`config.mk`:
```
export PLATFORM = sky130hd
export DESIGN_NAME = radio_link_quality_stats_top
export DESIGN_NICKNAME = d
export VERILOG_FILES = /design/src/hw/rtl/rlqs_pkg.sv /design/src/hw/rtl/radio_link_quality_stats_top.sv /design/src/hw/rtl/rlqs_div.sv /design/src/hw/rtl/rlqs_dp.sv /design/src/hw/rtl/rlqs_ctrl.sv
export SDC_FILE = /design/constraint.sdc
export NUM_CORES = 1
export LEC_CHECK = 0
export BUFFER_PORTS_ARGS = -buffer_cell sky130_fd_sc_hd__buf_4
export CAP_MARGIN = 25
export CELL_PAD_IN_SITES_DETAIL_PLACEMENT = 1
export CELL_PAD_IN_SITES_GLOBAL_PLACEMENT = 2
export CORE_MARGIN = 3
export CORE_UTILIZATION = 42
export CTS_CLUSTER_DIAMETER = 100
export DETAILED_ROUTE_END_ITERATION = 16
export PLACE_DENSITY_LB_ADDON = 0.1
export RECOVER_POWER = 25
export SKIP_LAST_GASP = 1
export SYNTH_ARGS = -nofsm -noshare
export SYNTH_HDL_FRONTEND = slang
export SYNTH_SLANG_ARGS = --single-unit
```
`constraint.sdc`:
```
create_clock -name clk -period 6 [get_ports clk]
set_input_delay 1.2 -clock clk [delete_from_list [all_inputs] [get_ports clk]]
set_output_delay 1.2 -clock clk [all_outputs]
set_load 0.1 [all_outputs]
```
`src/hw/rtl/rlqs_pkg.sv`:
```
// shared types and constants of the link quality statistics block
package rlqs_pkg;

    localparam int CNT_W      = 16;
    localparam int SEQ_W      = 16;
    localparam int RSSI_W     = 8;
    localparam int TBYTES_W   = 8;
    localparam int TIME_W     = 16;
    localparam int QUAL_W     = 7;
    localparam int RATE_W     = 24;
    localparam int BYTES_W    = 32;
    localparam int OUT_CNT_W  = 16;
    localparam int SPAN_W     = TIME_W + 1;
    localparam int SCALE_W    = 10;
    localparam int DIV_W      = BYTES_W + SCALE_W;
    localparam int DVS_W      = (CNT_W > SPAN_W) ? CNT_W : SPAN_W;
    localparam int DIV_CNT_W  = $clog2(DIV_W);
    localparam int CFG_IDX_W  = 2;
    localparam int CFG_DATA_W = 16;
    localparam int IN_DATA_W  = SEQ_W + RSSI_W + TBYTES_W;
    localparam int OUT_DATA_W = 1 + QUAL_W + RSSI_W + 3 * OUT_CNT_W + RATE_W;

    localparam logic [TIME_W-1:0]    PERIOD_RESET = TIME_W'(1000);
    localparam logic [TIME_W-1:0]    WINDOW_RESET = TIME_W'(1000);
    localparam logic [TIME_W-1:0]    WIN_MAX      = TIME_W'(65534);
    localparam logic [TIME_W-1:0]    SINCE_MAX    = '1;
    localparam logic [DIV_W-1:0]     PCT_SCALE    = DIV_W'(100);
    localparam logic [DIV_W-1:0]     RATE_SCALE   = DIV_W'(1000);
    localparam logic [QUAL_W-1:0]    PCT_MAX      = QUAL_W'(100);
    localparam logic [RATE_W-1:0]    RATE_MAX     = '1;
    localparam logic [RSSI_W-1:0]    RSSI_NONE    = '1;

    localparam logic [CFG_IDX_W-1:0] REG_FAILSAFE = CFG_IDX_W'(0);
    localparam logic [CFG_IDX_W-1:0] REG_WINDOW   = CFG_IDX_W'(1);

    typedef enum logic [1:0] {
        OP_TICK     = 2'd0,
        OP_PACKET   = 2'd1,
        OP_OVERFLOW = 2'd2
    } opcode_t;

    typedef enum logic [2:0] {
        ST_IDLE,
        ST_QUAL_START,
        ST_QUAL_WAIT,
        ST_RATE_START,
        ST_RATE_WAIT,
        ST_EMIT
    } state_t;

    typedef struct packed {
        logic apply;
        logic q_start;
        logic q_zero;
        logic q_write;
        logic r_start;
        logic r_write;
        logic emit;
    } cmd_t;

    typedef struct packed {
        logic win_close;
        logic all_zero;
        logic div_done;
    } status_t;

endpackage

```
`src/hw/rtl/radio_link_quality_stats_top.sv`:
```
// top level of the radio link quality statistics block
//
// channel   direction  transaction
// s_*       in         one event: tick, received packet or telemetry overflow
// m_*       out        one status record per event
// cfg_*     in         register write: failsafe period, statistics window
//
// an event is accepted, then its record is loaded into the output register once the output slot is free
// a window-closing tick first runs the bit-serial divider, once for quality and once for byte
// rate; the quality run is skipped and quality set to zero when the window saw no packets
// a result waiting on m_tready does not block acceptance of the next event
// reset clears all statistics; no memory sweep is needed
module radio_link_quality_stats_top
    import rlqs_pkg::*;
(
    input  logic                  clk,
    input  logic                  rst_n,
    input  logic                  s_tvalid,
    output logic                  s_tready,
    // sequence_id, link_rssi, telemetry_bytes
    input  logic [IN_DATA_W-1:0]  s_tdata,
    // opcode
    input  logic [1:0]            s_tuser,
    output logic                  m_tvalid,
    input  logic                  m_tready,
    // failsafe, link_quality, remote_rssi, packets_received, packets_missed,
    // overflow_count, telemetry_rate
    output logic [OUT_DATA_W-1:0] m_tdata,
    input  logic                  cfg_valid,
    output logic                  cfg_ready,
    input  logic [CFG_IDX_W-1:0]  cfg_index,
    input  logic [CFG_DATA_W-1:0] cfg_data
);

    cmd_t    cmd;
    status_t status;

    assign cfg_ready = 1'b1;

    rlqs_ctrl u_ctrl (
        .clk       (clk),
        .rst_n     (rst_n),
        .in_valid  (s_tvalid),
        .in_ready  (s_tready),
        .out_valid (m_tvalid),
        .out_ready (m_tready),
        .status    (status),
        .cmd       (cmd)
    );

    rlqs_dp u_dp (
        .clk       (clk),
        .rst_n     (rst_n),
        .cmd       (cmd),
        .status    (status),
        .cfg_write (cfg_valid),
        .cfg_index (cfg_index),
        .cfg_data  (cfg_data),
        .in_user   (s_tuser),
        .in_data   (s_tdata),
        .out_data  (m_tdata)
    );

endmodule

```
`src/hw/rtl/rlqs_div.sv`:
```
// bit-serial restoring divider, one quotient bit per cycle
module rlqs_div
    import rlqs_pkg::*;
(
    input  logic             clk,
    input  logic             rst_n,
    input  logic             start,
    input  logic [DIV_W-1:0] dividend,
    input  logic [DVS_W-1:0] divisor,
    output logic [DIV_W-1:0] quotient,
    output logic             done
);

    logic [DIV_W-1:0]     quo_reg;
    logic [DIV_W-1:0]     quo_next;
    logic [DVS_W-1:0]     rem_reg;
    logic [DVS_W-1:0]     rem_next;
    logic [DVS_W-1:0]     dvs_reg;
    logic [DVS_W-1:0]     dvs_next;
    logic [DIV_CNT_W-1:0] cnt_reg;
    logic [DIV_CNT_W-1:0] cnt_next;
    logic                 busy_reg;
    logic                 busy_next;
    logic                 done_reg;
    logic                 done_next;
    logic [DVS_W:0]       trial;
    logic                 fits;

    assign trial = {rem_reg, quo_reg[DIV_W-1]};
    assign fits  = trial >= {1'b0, dvs_reg};

    always_comb
    begin
        quo_next  = quo_reg;
        rem_next  = rem_reg;
        dvs_next  = dvs_reg;
        cnt_next  = cnt_reg;
        busy_next = busy_reg;
        done_next = done_reg;
        if (start)
        begin
            quo_next  = dividend;
            rem_next  = '0;
            dvs_next  = divisor;
            cnt_next  = '0;
            busy_next = 1'b1;
            done_next = 1'b0;
        end
        else if (busy_reg)
        begin
            quo_next = {quo_reg[DIV_W-2:0], fits};
            rem_next = fits ? DVS_W'(trial - {1'b0, dvs_reg}) : DVS_W'(trial);
            cnt_next = cnt_reg + DIV_CNT_W'(1);
            if (cnt_reg == DIV_CNT_W'(DIV_W - 1))
            begin
                busy_next = 1'b0;
                done_next = 1'b1;
            end
        end
    end

    always_ff @(posedge clk or negedge rst_n)
    begin
        if (!rst_n)
        begin
            busy_reg <= 1'b0;
            done_reg <= 1'b0;
            cnt_reg  <= '0;
        end
        else
        begin
            busy_reg <= busy_next;
            done_reg <= done_next;
            cnt_reg  <= cnt_next;
        end
    end

    always_ff @(posedge clk)
    begin
        quo_reg <= quo_next;
        rem_reg <= rem_next;
        dvs_reg <= dvs_next;
    end

    assign quotient = quo_reg;
    assign done     = done_reg;

endmodule

```
`src/hw/rtl/rlqs_dp.sv`:
```
// datapath: counters, window marks, config registers, divider and result register
module rlqs_dp
    import rlqs_pkg::*;
(
    input  logic                  clk,
    input  logic                  rst_n,
    input  cmd_t                  cmd,
    output status_t               status,
    input  logic                  cfg_write,
    input  logic [CFG_IDX_W-1:0]  cfg_index,
    input  logic [CFG_DATA_W-1:0] cfg_data,
    input  logic [1:0]            in_user,
    input  logic [IN_DATA_W-1:0]  in_data,
    output logic [OUT_DATA_W-1:0] out_data
);

    logic [TIME_W-1:0]     period_reg, period_next;
    logic [TIME_W-1:0]     window_reg, window_next;
    logic [SEQ_W-1:0]      last_seq_reg, last_seq_next;
    logic [CNT_W-1:0]      rcv_reg, rcv_next;
    logic [CNT_W-1:0]      miss_reg, miss_next;
    logic [CNT_W-1:0]      rcv_mark_reg, rcv_mark_next;
    logic [CNT_W-1:0]      miss_mark_reg, miss_mark_next;
    logic [CNT_W-1:0]      ovf_reg, ovf_next;
    logic [QUAL_W-1:0]     qual_reg, qual_next;
    logic [RSSI_W-1:0]     rssi_reg, rssi_next;
    logic [BYTES_W-1:0]    bytes_reg, bytes_next;
    logic [BYTES_W-1:0]    bytes_mark_reg, bytes_mark_next;
    logic [RATE_W-1:0]     rate_reg, rate_next;
    logic [TIME_W-1:0]     elapsed_reg, elapsed_next;
    logic [TIME_W-1:0]     since_reg, since_next;
    logic [CNT_W-1:0]      ok_reg, ok_next;
    logic [CNT_W-1:0]      all_reg, all_next;
    logic [BYTES_W-1:0]    bdelta_reg, bdelta_next;
    logic [SPAN_W-1:0]     span_reg, span_next;
    logic [OUT_DATA_W-1:0] out_reg, out_next;

    opcode_t            op;
    logic [SEQ_W-1:0]   seq;
    logic [RSSI_W-1:0]  rssi;
    logic [TBYTES_W-1:0] tbytes;
    logic [TIME_W-1:0]  win;
    logic [TIME_W-1:0]  elapsed_inc;
    logic [SEQ_W-1:0]   gap;
    logic [CNT_W-1:0]   ok_delta;
    logic [CNT_W-1:0]   bad_delta;
    logic               fs;
    logic               div_start;
    logic [DIV_W-1:0]   dividend;
    logic [DVS_W-1:0]   divisor;
    logic [DIV_W-1:0]   quotient;
    logic               div_done;

    assign op          = opcode_t'(in_user);
    assign seq         = in_data[SEQ_W-1:0];
    assign rssi        = in_data[SEQ_W +: RSSI_W];
    assign tbytes      = in_data[SEQ_W + RSSI_W +: TBYTES_W];
    assign win         = (window_reg > WIN_MAX) ? WIN_MAX : window_reg;
    assign elapsed_inc = elapsed_reg + TIME_W'(1);
    assign gap         = seq - last_seq_reg;
    assign ok_delta    = rcv_reg - rcv_mark_reg;
    assign bad_delta   = miss_reg - miss_mark_reg;
    assign fs          = since_reg >= period_reg;

    assign status.win_close = (op == OP_TICK) && (elapsed_inc > win);
    assign status.all_zero  = all_reg == '0;
    assign status.div_done  = div_done;

    // shared divider: percentage first, then byte rate
    assign div_start = cmd.q_start | cmd.r_start;
    assign dividend  = cmd.q_start ? DIV_W'(ok_reg) * PCT_SCALE
                                   : DIV_W'(bdelta_reg) * RATE_SCALE;
    assign divisor   = cmd.q_start ? DVS_W'(all_reg) : DVS_W'(span_reg);

    rlqs_div u_div (
        .clk      (clk),
        .rst_n    (rst_n),
        .start    (div_start),
        .dividend (dividend),
        .divisor  (divisor),
        .quotient (quotient),
        .done     (div_done)
    );

    always_comb
    begin
        period_next     = period_reg;
        window_next     = window_reg;
        last_seq_next   = last_seq_reg;
        rcv_next        = rcv_reg;
        miss_next       = miss_reg;
        rcv_mark_next   = rcv_mark_reg;
        miss_mark_next  = miss_mark_reg;
        ovf_next        = ovf_reg;
        qual_next       = qual_reg;
        rssi_next       = rssi_reg;
        bytes_next      = bytes_reg;
        bytes_mark_next = bytes_mark_reg;
        rate_next       = rate_reg;
        elapsed_next    = elapsed_reg;
        since_next      = since_reg;
        ok_next         = ok_reg;
        all_next        = all_reg;
        bdelta_next     = bdelta_reg;
        span_next       = span_reg;
        out_next        = out_reg;

        if (cfg_write)
        begin
            case (cfg_index)
                REG_FAILSAFE: period_next = TIME_W'(cfg_data);
                REG_WINDOW:   window_next = TIME_W'(cfg_data);
                default:      ;
            endcase
        end

        if (cmd.apply)
        begin
            case (op)
                OP_TICK:
                begin
                    if (since_reg != SINCE_MAX)
                        since_next = since_reg + TIME_W'(1);
                    if (status.win_close)
                    begin
                        elapsed_next    = '0;
                        ok_next         = ok_delta;
                        all_next        = ok_delta + bad_delta;
                        bdelta_next     = bytes_reg - bytes_mark_reg;
                        span_next       = SPAN_W'(win) + SPAN_W'(1);
                        rcv_mark_next   = rcv_reg;
                        miss_mark_next  = miss_reg;
                        bytes_mark_next = bytes_reg;
                    end
                    else
                        elapsed_next = elapsed_inc;
                end
                OP_PACKET:
                begin
                    rssi_next  = rssi;
                    bytes_next = bytes_reg + BYTES_W'(tbytes);
                    if (gap > SEQ_W'(1) && last_seq_reg != '0)
                        miss_next = miss_reg + CNT_W'(gap - SEQ_W'(1));
                    rcv_next      = rcv_reg + CNT_W'(1);
                    last_seq_next = seq;
                    since_next    = '0;
                end
                OP_OVERFLOW:
                    ovf_next = ovf_reg + CNT_W'(1);
                default: ;
            endcase
        end

        if (cmd.q_zero)
            qual_next = '0;
        if (cmd.q_write)
            qual_next = (quotient > DIV_W'(PCT_MAX)) ? PCT_MAX : quotient[QUAL_W-1:0];
        if (cmd.r_write)
            rate_next = (quotient > DIV_W'(RATE_MAX)) ? RATE_MAX : quotient[RATE_W-1:0];

        if (cmd.emit)
            out_next = {rate_reg,
                        OUT_CNT_W'(ovf_reg),
                        OUT_CNT_W'(miss_reg),
                        OUT_CNT_W'(rcv_reg),
                        fs ? RSSI_NONE : rssi_reg,
                        qual_reg,
                        fs};
    end

    always_ff @(posedge clk or negedge rst_n)
    begin
        if (!rst_n)
        begin
            period_reg     <= PERIOD_RESET;
            window_reg     <= WINDOW_RESET;
            last_seq_reg   <= '0;
            rcv_reg        <= '0;
            miss_reg       <= '0;
            rcv_mark_reg   <= '0;
            miss_mark_reg  <= '0;
            ovf_reg        <= '0;
            qual_reg       <= '0;
            rssi_reg       <= RSSI_NONE;
            bytes_reg      <= '0;
            bytes_mark_reg <= '0;
            rate_reg       <= '0;
            elapsed_reg    <= '0;
            since_reg      <= PERIOD_RESET;
        end
        else
        begin
            period_reg     <= period_next;
            window_reg     <= window_next;
            last_seq_reg   <= last_seq_next;
            rcv_reg        <= rcv_next;
            miss_reg       <= miss_next;
            rcv_mark_reg   <= rcv_mark_next;
            miss_mark_reg  <= miss_mark_next;
            ovf_reg        <= ovf_next;
            qual_reg       <= qual_next;
            rssi_reg       <= rssi_next;
            bytes_reg      <= bytes_next;
            bytes_mark_reg <= bytes_mark_next;
            rate_reg       <= rate_next;
            elapsed_reg    <= elapsed_next;
            since_reg      <= since_next;
        end
    end

    // window snapshot and result payload
    always_ff @(posedge clk)
    begin
        ok_reg     <= ok_next;
        all_reg    <= all_next;
        bdelta_reg <= bdelta_next;
        span_reg   <= span_next;
        out_reg    <= out_next;
    end

    assign out_data = out_reg;

endmodule

```
`src/hw/rtl/rlqs_ctrl.sv`:
```
// controller: event acceptance, window close sequencing and result handshake
module rlqs_ctrl
    import rlqs_pkg::*;
(
    input  logic    clk,
    input  logic    rst_n,
    input  logic    in_valid,
    output logic    in_ready,
    output logic    out_valid,
    input  logic    out_ready,
    input  status_t status,
    output cmd_t    cmd
);

    state_t state_reg;
    state_t state_next;
    logic   out_valid_reg;
    logic   out_valid_next;
    logic   slot_free;

    assign slot_free = !out_valid_reg || out_ready;

    always_comb
    begin
        state_next = state_reg;
        cmd        = '0;
        in_ready   = 1'b0;
        case (state_reg)
            ST_IDLE:
            begin
                in_ready = 1'b1;
                if (in_valid)
                begin
                    cmd.apply  = 1'b1;
                    state_next = status.win_close ? ST_QUAL_START : ST_EMIT;
                end
            end
            ST_QUAL_START:
            begin
                if (status.all_zero)
                begin
                    cmd.q_zero = 1'b1;
                    state_next = ST_RATE_START;
                end
                else
                begin
                    cmd.q_start = 1'b1;
                    state_next  = ST_QUAL_WAIT;
                end
            end
            ST_QUAL_WAIT:
            begin
                if (status.div_done)
                begin
                    cmd.q_write = 1'b1;
                    state_next  = ST_RATE_START;
                end
            end
            ST_RATE_START:
            begin
                cmd.r_start = 1'b1;
                state_next  = ST_RATE_WAIT;
            end
            ST_RATE_WAIT:
            begin
                if (status.div_done)
                begin
                    cmd.r_write = 1'b1;
                    state_next  = ST_EMIT;
                end
            end
            ST_EMIT:
            begin
                if (slot_free)
                begin
                    cmd.emit   = 1'b1;
                    state_next = ST_IDLE;
                end
            end
            default: state_next = ST_IDLE;
        endcase
    end

    always_comb
    begin
        out_valid_next = out_valid_reg;
        if (cmd.emit)
            out_valid_next = 1'b1;
        else if (out_ready)
            out_valid_next = 1'b0;
    end

    always_ff @(posedge clk or negedge rst_n)
    begin
        if (!rst_n)
        begin
            state_reg     <= ST_IDLE;
            out_valid_reg <= 1'b0;
        end
        else
        begin
            state_reg     <= state_next;
            out_valid_reg <= out_valid_next;
        end
    end

    assign out_valid = out_valid_reg;

endmodule

```
==> Word level (Yosys, flattened, before mapping) <==
Index checks and enable logic that the tools add are counted.
{ "classes": {"add_sub_neg": 15, "n_mul": 2, "n_div": 0, "magnitude_cmp": 7, "n_eq_ne": 15, "shift": 0, "mux": 42, "bitwise": 1, "n_reduce_logical": 24} }
{ "ops": {"columns": ["operator", "n"], "rows": [
  ["$mux 42", 3],
  ["$add 16x1->16 const B", 4],
  ["$mux 16", 4],
  ["$sub 16x16->16", 3],
  ["$gt 42x24->1 const B", 1],
  ["$gt 42x7->1 const B", 1],
  ["$mul 32x7->39 const B", 1],
  ["$add 16x16->16", 2],
  ["$add 32x8->32", 1],
  ["$pmux 16 s2", 1],
  ["$sub 32x32->32", 1],
  ["$mux 24", 1],
  ["$mul 16x5->21 const B", 1],
  ["$mux 7", 3],
  ["$mux 1", 20],
  ["$ge 18x17->1", 1],
  ["$pmux 3 s6", 1],
  ["$add 16x1->17 const B", 1],
  ["$mux 17", 1],
  ["$sub 17x17->17", 1],
  ["$ge 16x16->1", 1],
  ["$gt 16x1->1 const B", 1],
  ["$gt 16x16->1", 1],
  ["$gt 16x16->1 const B", 1],
  ["26 further kinds", 50]
]} }
{ "totals": {"reg_bits": 520, "latchBits": 0, "mem_bits_rw": 0, "rom_bits": 0, "out_inout_bits": 91, "elab_cells": 136, "n_memories": 0} }

==> Depth between registers and ports, before layout <==
{ "depth": {"ltp_word": 7, "depth_mapped": 21} }

==> Cells and area by module <==
Synthesis repeated with hierarchy kept, for this count alone.
{ "unflattened": {"cells_unflattened": 3290, "area_unflattened_um2": 34709.5} }
{ "by_module_without_submodules": {"columns": ["mod", "n_inst", "cells_per_inst", "area_each_um2", "seq_area_each_um2"], "rows": [
  ["rlqs_dp", 1, 2870, 29936.2, 11688.7],
  ["rlqs_div", 1, 384, 4466.8, 2312.2],
  ["rlqs_ctrl", 1, 34, 295.3, 100.1],
  ["radio_link_quality_stats_top", 1, 2, 11.3, 0.0]
]} }

==> Worst setup path before layout <==
No wires, ideal clock.
{ "synth_timing": {"path_type": "reg-to-reg", "startpoint": "register u_ctrl.state_reg[0]", "endpoint": "register u_dp.bytes_mark_reg[31]", "setup_time_ns": 0.129, "arrival_time_ns": 5.093, "t_required_ns": 5.871, "path_slack_ns": 0.778, "stages_incl_launch_ff": 9, "n_path_buf": 2, "cell_sequence": "dfrtp_1 -> nor3_1 -> nand2_1 -> nor3_1 -> nand3_1 -> buf_4 -> inv_2 -> buf_2 -> mux2_1"} }
{ "synth_between": {"elab_chain_cells": 3} }
{ "synth_rtl": {"columns": ["item", "line", "rtl"], "rows": [
  ["from (decl)", "rlqs_ctrl.sv:15", "state_t state_reg;"],
  ["from (signal assigned)", "rlqs_ctrl.sv:102", "state_reg <= state_next;"],
  ["$logic_not 3->1", "rlqs_ctrl.sv:28", "case (state_reg)"],
  ["$mux 1", "rlqs_ctrl.sv:28", null],
  ["$reduce_and 3->1 (no line)", null, null],
  ["to (signal assigned)", "rlqs_dp.sv:204", "bytes_mark_reg <= bytes_mark_next;"],
  ["to (decl)", "rlqs_dp.sv:28", "logic [BYTES_W-1:0] bytes_mark_reg, bytes_mark_next;"]
]} }
No other way between the ends.
A chain may end at the register's enable or synchronous reset.

==> Worst setup path in the final report <==
{ "layout_timing": {"startpoint": "register u_dp.bdelta_reg[11]", "endpoint": "register u_dp.u_div.quo_reg[34] (netlist: u_dp.u_div.quotient[34]) (data pin)"} }
{ "layout_between": {"elab_chain_cells": 3} }
{ "layout_rtl": {"columns": ["item", "line", "rtl"], "rows": [
  ["from (decl)", "rlqs_dp.sv:34", "logic [BYTES_W-1:0] bdelta_reg, bdelta_next;"],
  ["from (signal assigned)", "rlqs_dp.sv:216", "bdelta_reg <= bdelta_next;"],
  ["$mul 32x7->39", "rlqs_dp.sv:72", ": DIV_W'(bdelta_reg) * RATE_SCALE;"],
  ["$mux 42", "rlqs_dp.sv:71", "assign dividend = cmd.q_start ? DIV_W'(ok_reg) * PCT_SCALE"],
  ["$mux 42", "rlqs_div.sv:40", "if (start)"],
  ["net u_dp.u_div.quo_next[34]", "rlqs_div.sv:15", "logic [DIV_W-1:0] quo_next;"],
  ["to (signal assigned)", "rlqs_div.sv:80", "quo_reg <= quo_next;"],
  ["to (decl)", "rlqs_div.sv:14", "logic [DIV_W-1:0] quo_reg;"]
]} }
The timed path passes the listed nets, and every way through them passes these cells.

==> results.tsv <==
metric	value	unit
criticalPathCategory	reg -> reg	
setup_viol	0	
status	complete, but fails checks	
violations	capacitance limit, slew limit	
multiInputGateArea	18000	um^2
nFillCells	8708	
port_buffers	146	
synth_area	34000	um^2
end_kind	flop	
cp_common_cell	fa_1	
crit_path_end	u_dp.u_div.quotient[34]	
leakage	18.3	nW
grt_pass1_vias	26200	
row_count	103	
start_util	42.7	%
cts_made_buffers	61	
slew_headroom	-209	%
first_iter_violations	1018	
hold_buffers	0	
track_usage	20.8	%
grt_setup_unrepaired	false	
root_buffer	clkbuf_16	
r2r_end	u_dp.u_div.quotient[34]	
htreeDepth	2	
ys_ff_latch	520	
post_cts_buffers	0	
crit_arrival	5950	ps
r2r_cells	16	
clkSinkCount	520	
synth_top_area_share	20.1	%
globalplace.congestion	0.814	
dr.pass1.iters	5	
routed.top_layer	met5	
path_buf_inv	2	
cts_buffer_depth	3	
clk_pin_slew	60	ps
fin_hold_ws	448	ps
met1_length	41700	um
ioPinCount	148	
grt_pass1_wl	144000	um
grt_overflow	0	
final_cell_mix	443 x inv_1, 306 x ha_1, 300 x nand2_1, 249 x dfrtp_1, 228 x edfxtp_1	
drive_above_1_share	9.74	%
critical_path.startpoint_type	flop	
route.met3.wl	2850	um
vias_per_cell	5.28	
cp_max_fo	7	
avgSynthCellArea	10.3	um^2
setup-tns-final	0	ps
die_area	84400	um^2
fin_crit	5580	ps
area_growth	12.9	%
grt_max_degree	97	
yosysSeqAreaShare	41.5	%
core_region_area	79500	um^2
critPathLaunch	u_dp.bdelta_reg[11]	
hold_path_class	reg -> reg	
largest_register_ffs	88	
ir_drop	0.262	mV
worst_slew_pin_slew	4630	ps
cp.depth	16	
drtAntennaViolNets	0	
power.density	204	nW/um^2
fin_crit_sh	92.9	%
maxSlewViolCount	74	
r2r_start	u_dp.bdelta_reg[11]	
ff_latch_area	14100	um^2
ys.flop_type	dfrtp_1	
ys.warnings.count	0	
syn_inst	3305	
async_reset_ff_share	52.9	%
hold_start	u_dp.rate_reg[4]	
fmax	0.179	GHz
synth_edf_count	228	
ys_top_cells_by_area	edfxtp_1 20%, dfrtp_1 18%, ha_1 11%, fa_1 8.8%, inv_1 4.9%	
crit_required	6370	ps
cp_top_family	adder cells	
die_w	290	um
die_h	290	um
final_common_cell	inv_1	
avgRoutedWirePerCell	19.1	um
max_stage_delay	520	ps
hold_viol_final	0	
dp_hpwl	68400	um
synth_cell_types	79	
wirelength	87300	um
vias	24100	
post_cts_resized	0	
antenna_found_initial	3	
fin_nets	3983	
crit_chain	inv_1, fa_1, fa_1, fa_1, fa_1, inv_1, ha_1, a21oi_1, o21ai_1, and3_1, o311ai_1, or3b_1, o211ai_1, a21boi_1, or3_1, a32o_1	
wl_met2	40500	um
syn_nets	3818	
cts_tree	done	
drc	0	
skew	14.6	ps
r2r_slack	420	ps
drv_cap	1	
yosysTopAreaCell	edfxtp_1	
crit_slowest_cell	fa_1	
clkLatencyLatePin	620	ps
how the worst min path moves through the flow:
stage,to,cells after the start
6_report,u_dp.out_data[68],0
5_1_grt,u_dp.out_data[87],0
4_1_cts,u_dp.out_data[87],0
3_5_place_dp,u_dp.out_data[68],0
3_3_place_gp,u_dp.out_data[54],0
2_1_floorplan,u_dp.out_data[3],0
where the power goes:
part	switching, W	internal [W]
sequential	0.0000378	0.00375
clock	0.00154	0.00217
combinational	0.000204	0.000141
total	0.00178	0.00606
Yosys cell counts, drive strengths merged (47+ instances only):
master  count
o21ai     196
ha        306
edfxtp    228
fa        150
a21o       61
nor3       47
xnor2     153
nand2     300
nand3      64
dfrtp     249
nor2      185
inv       444
clkbuf     60
xor2       84
mux2       68
a21oi     163
metrics by stage:
stage	cells	total power (W)	worst slack, ps	utilization, %	instance area [um^2]
floorplan	3305	0.00405	778	-	34000
global placement	4456	0.00419	471	45.8	36400
detailed placement	4457	0.00421	430	45.8	36400
CTS	4571	0.00797	393	48.3	38400
global route	4571	0.00816	1.36	48.3	38400
finish	4572	0.00784	424	48.3	38400
logic make-up after synthesis:
family,Yosys count,synth area share (%)
AOI/OAI and AO/OA,640,11.8
xor gates and xnor gates,237,6.11
adders and majority gates,456,20.1
buffers and inverters,517,5.77
DFF,520,41.5
muxes,97,3.11
other,1,0.0110
and+or+nand+nor,837,11.6
per-layer routing:
layer	vias up	track usage, %
met5	-	0
met2	283	34.4
met4	2	5.08
met1	12000	29.1
met3	108	2.94
li1	11700	-
layout make-up:
cell class              instances  area share (%)
diodes                          1         0.00652
clock buffers                  84            4.47
clock inverters                30           0.747
inverters                     444            4.35
multi-input cells            2268            46.8
flip-flops and latches        520            36.7
well taps                    1050            3.42
repair buffers                175            3.46
Note: power is estimated with default switching activity, not from simulation.
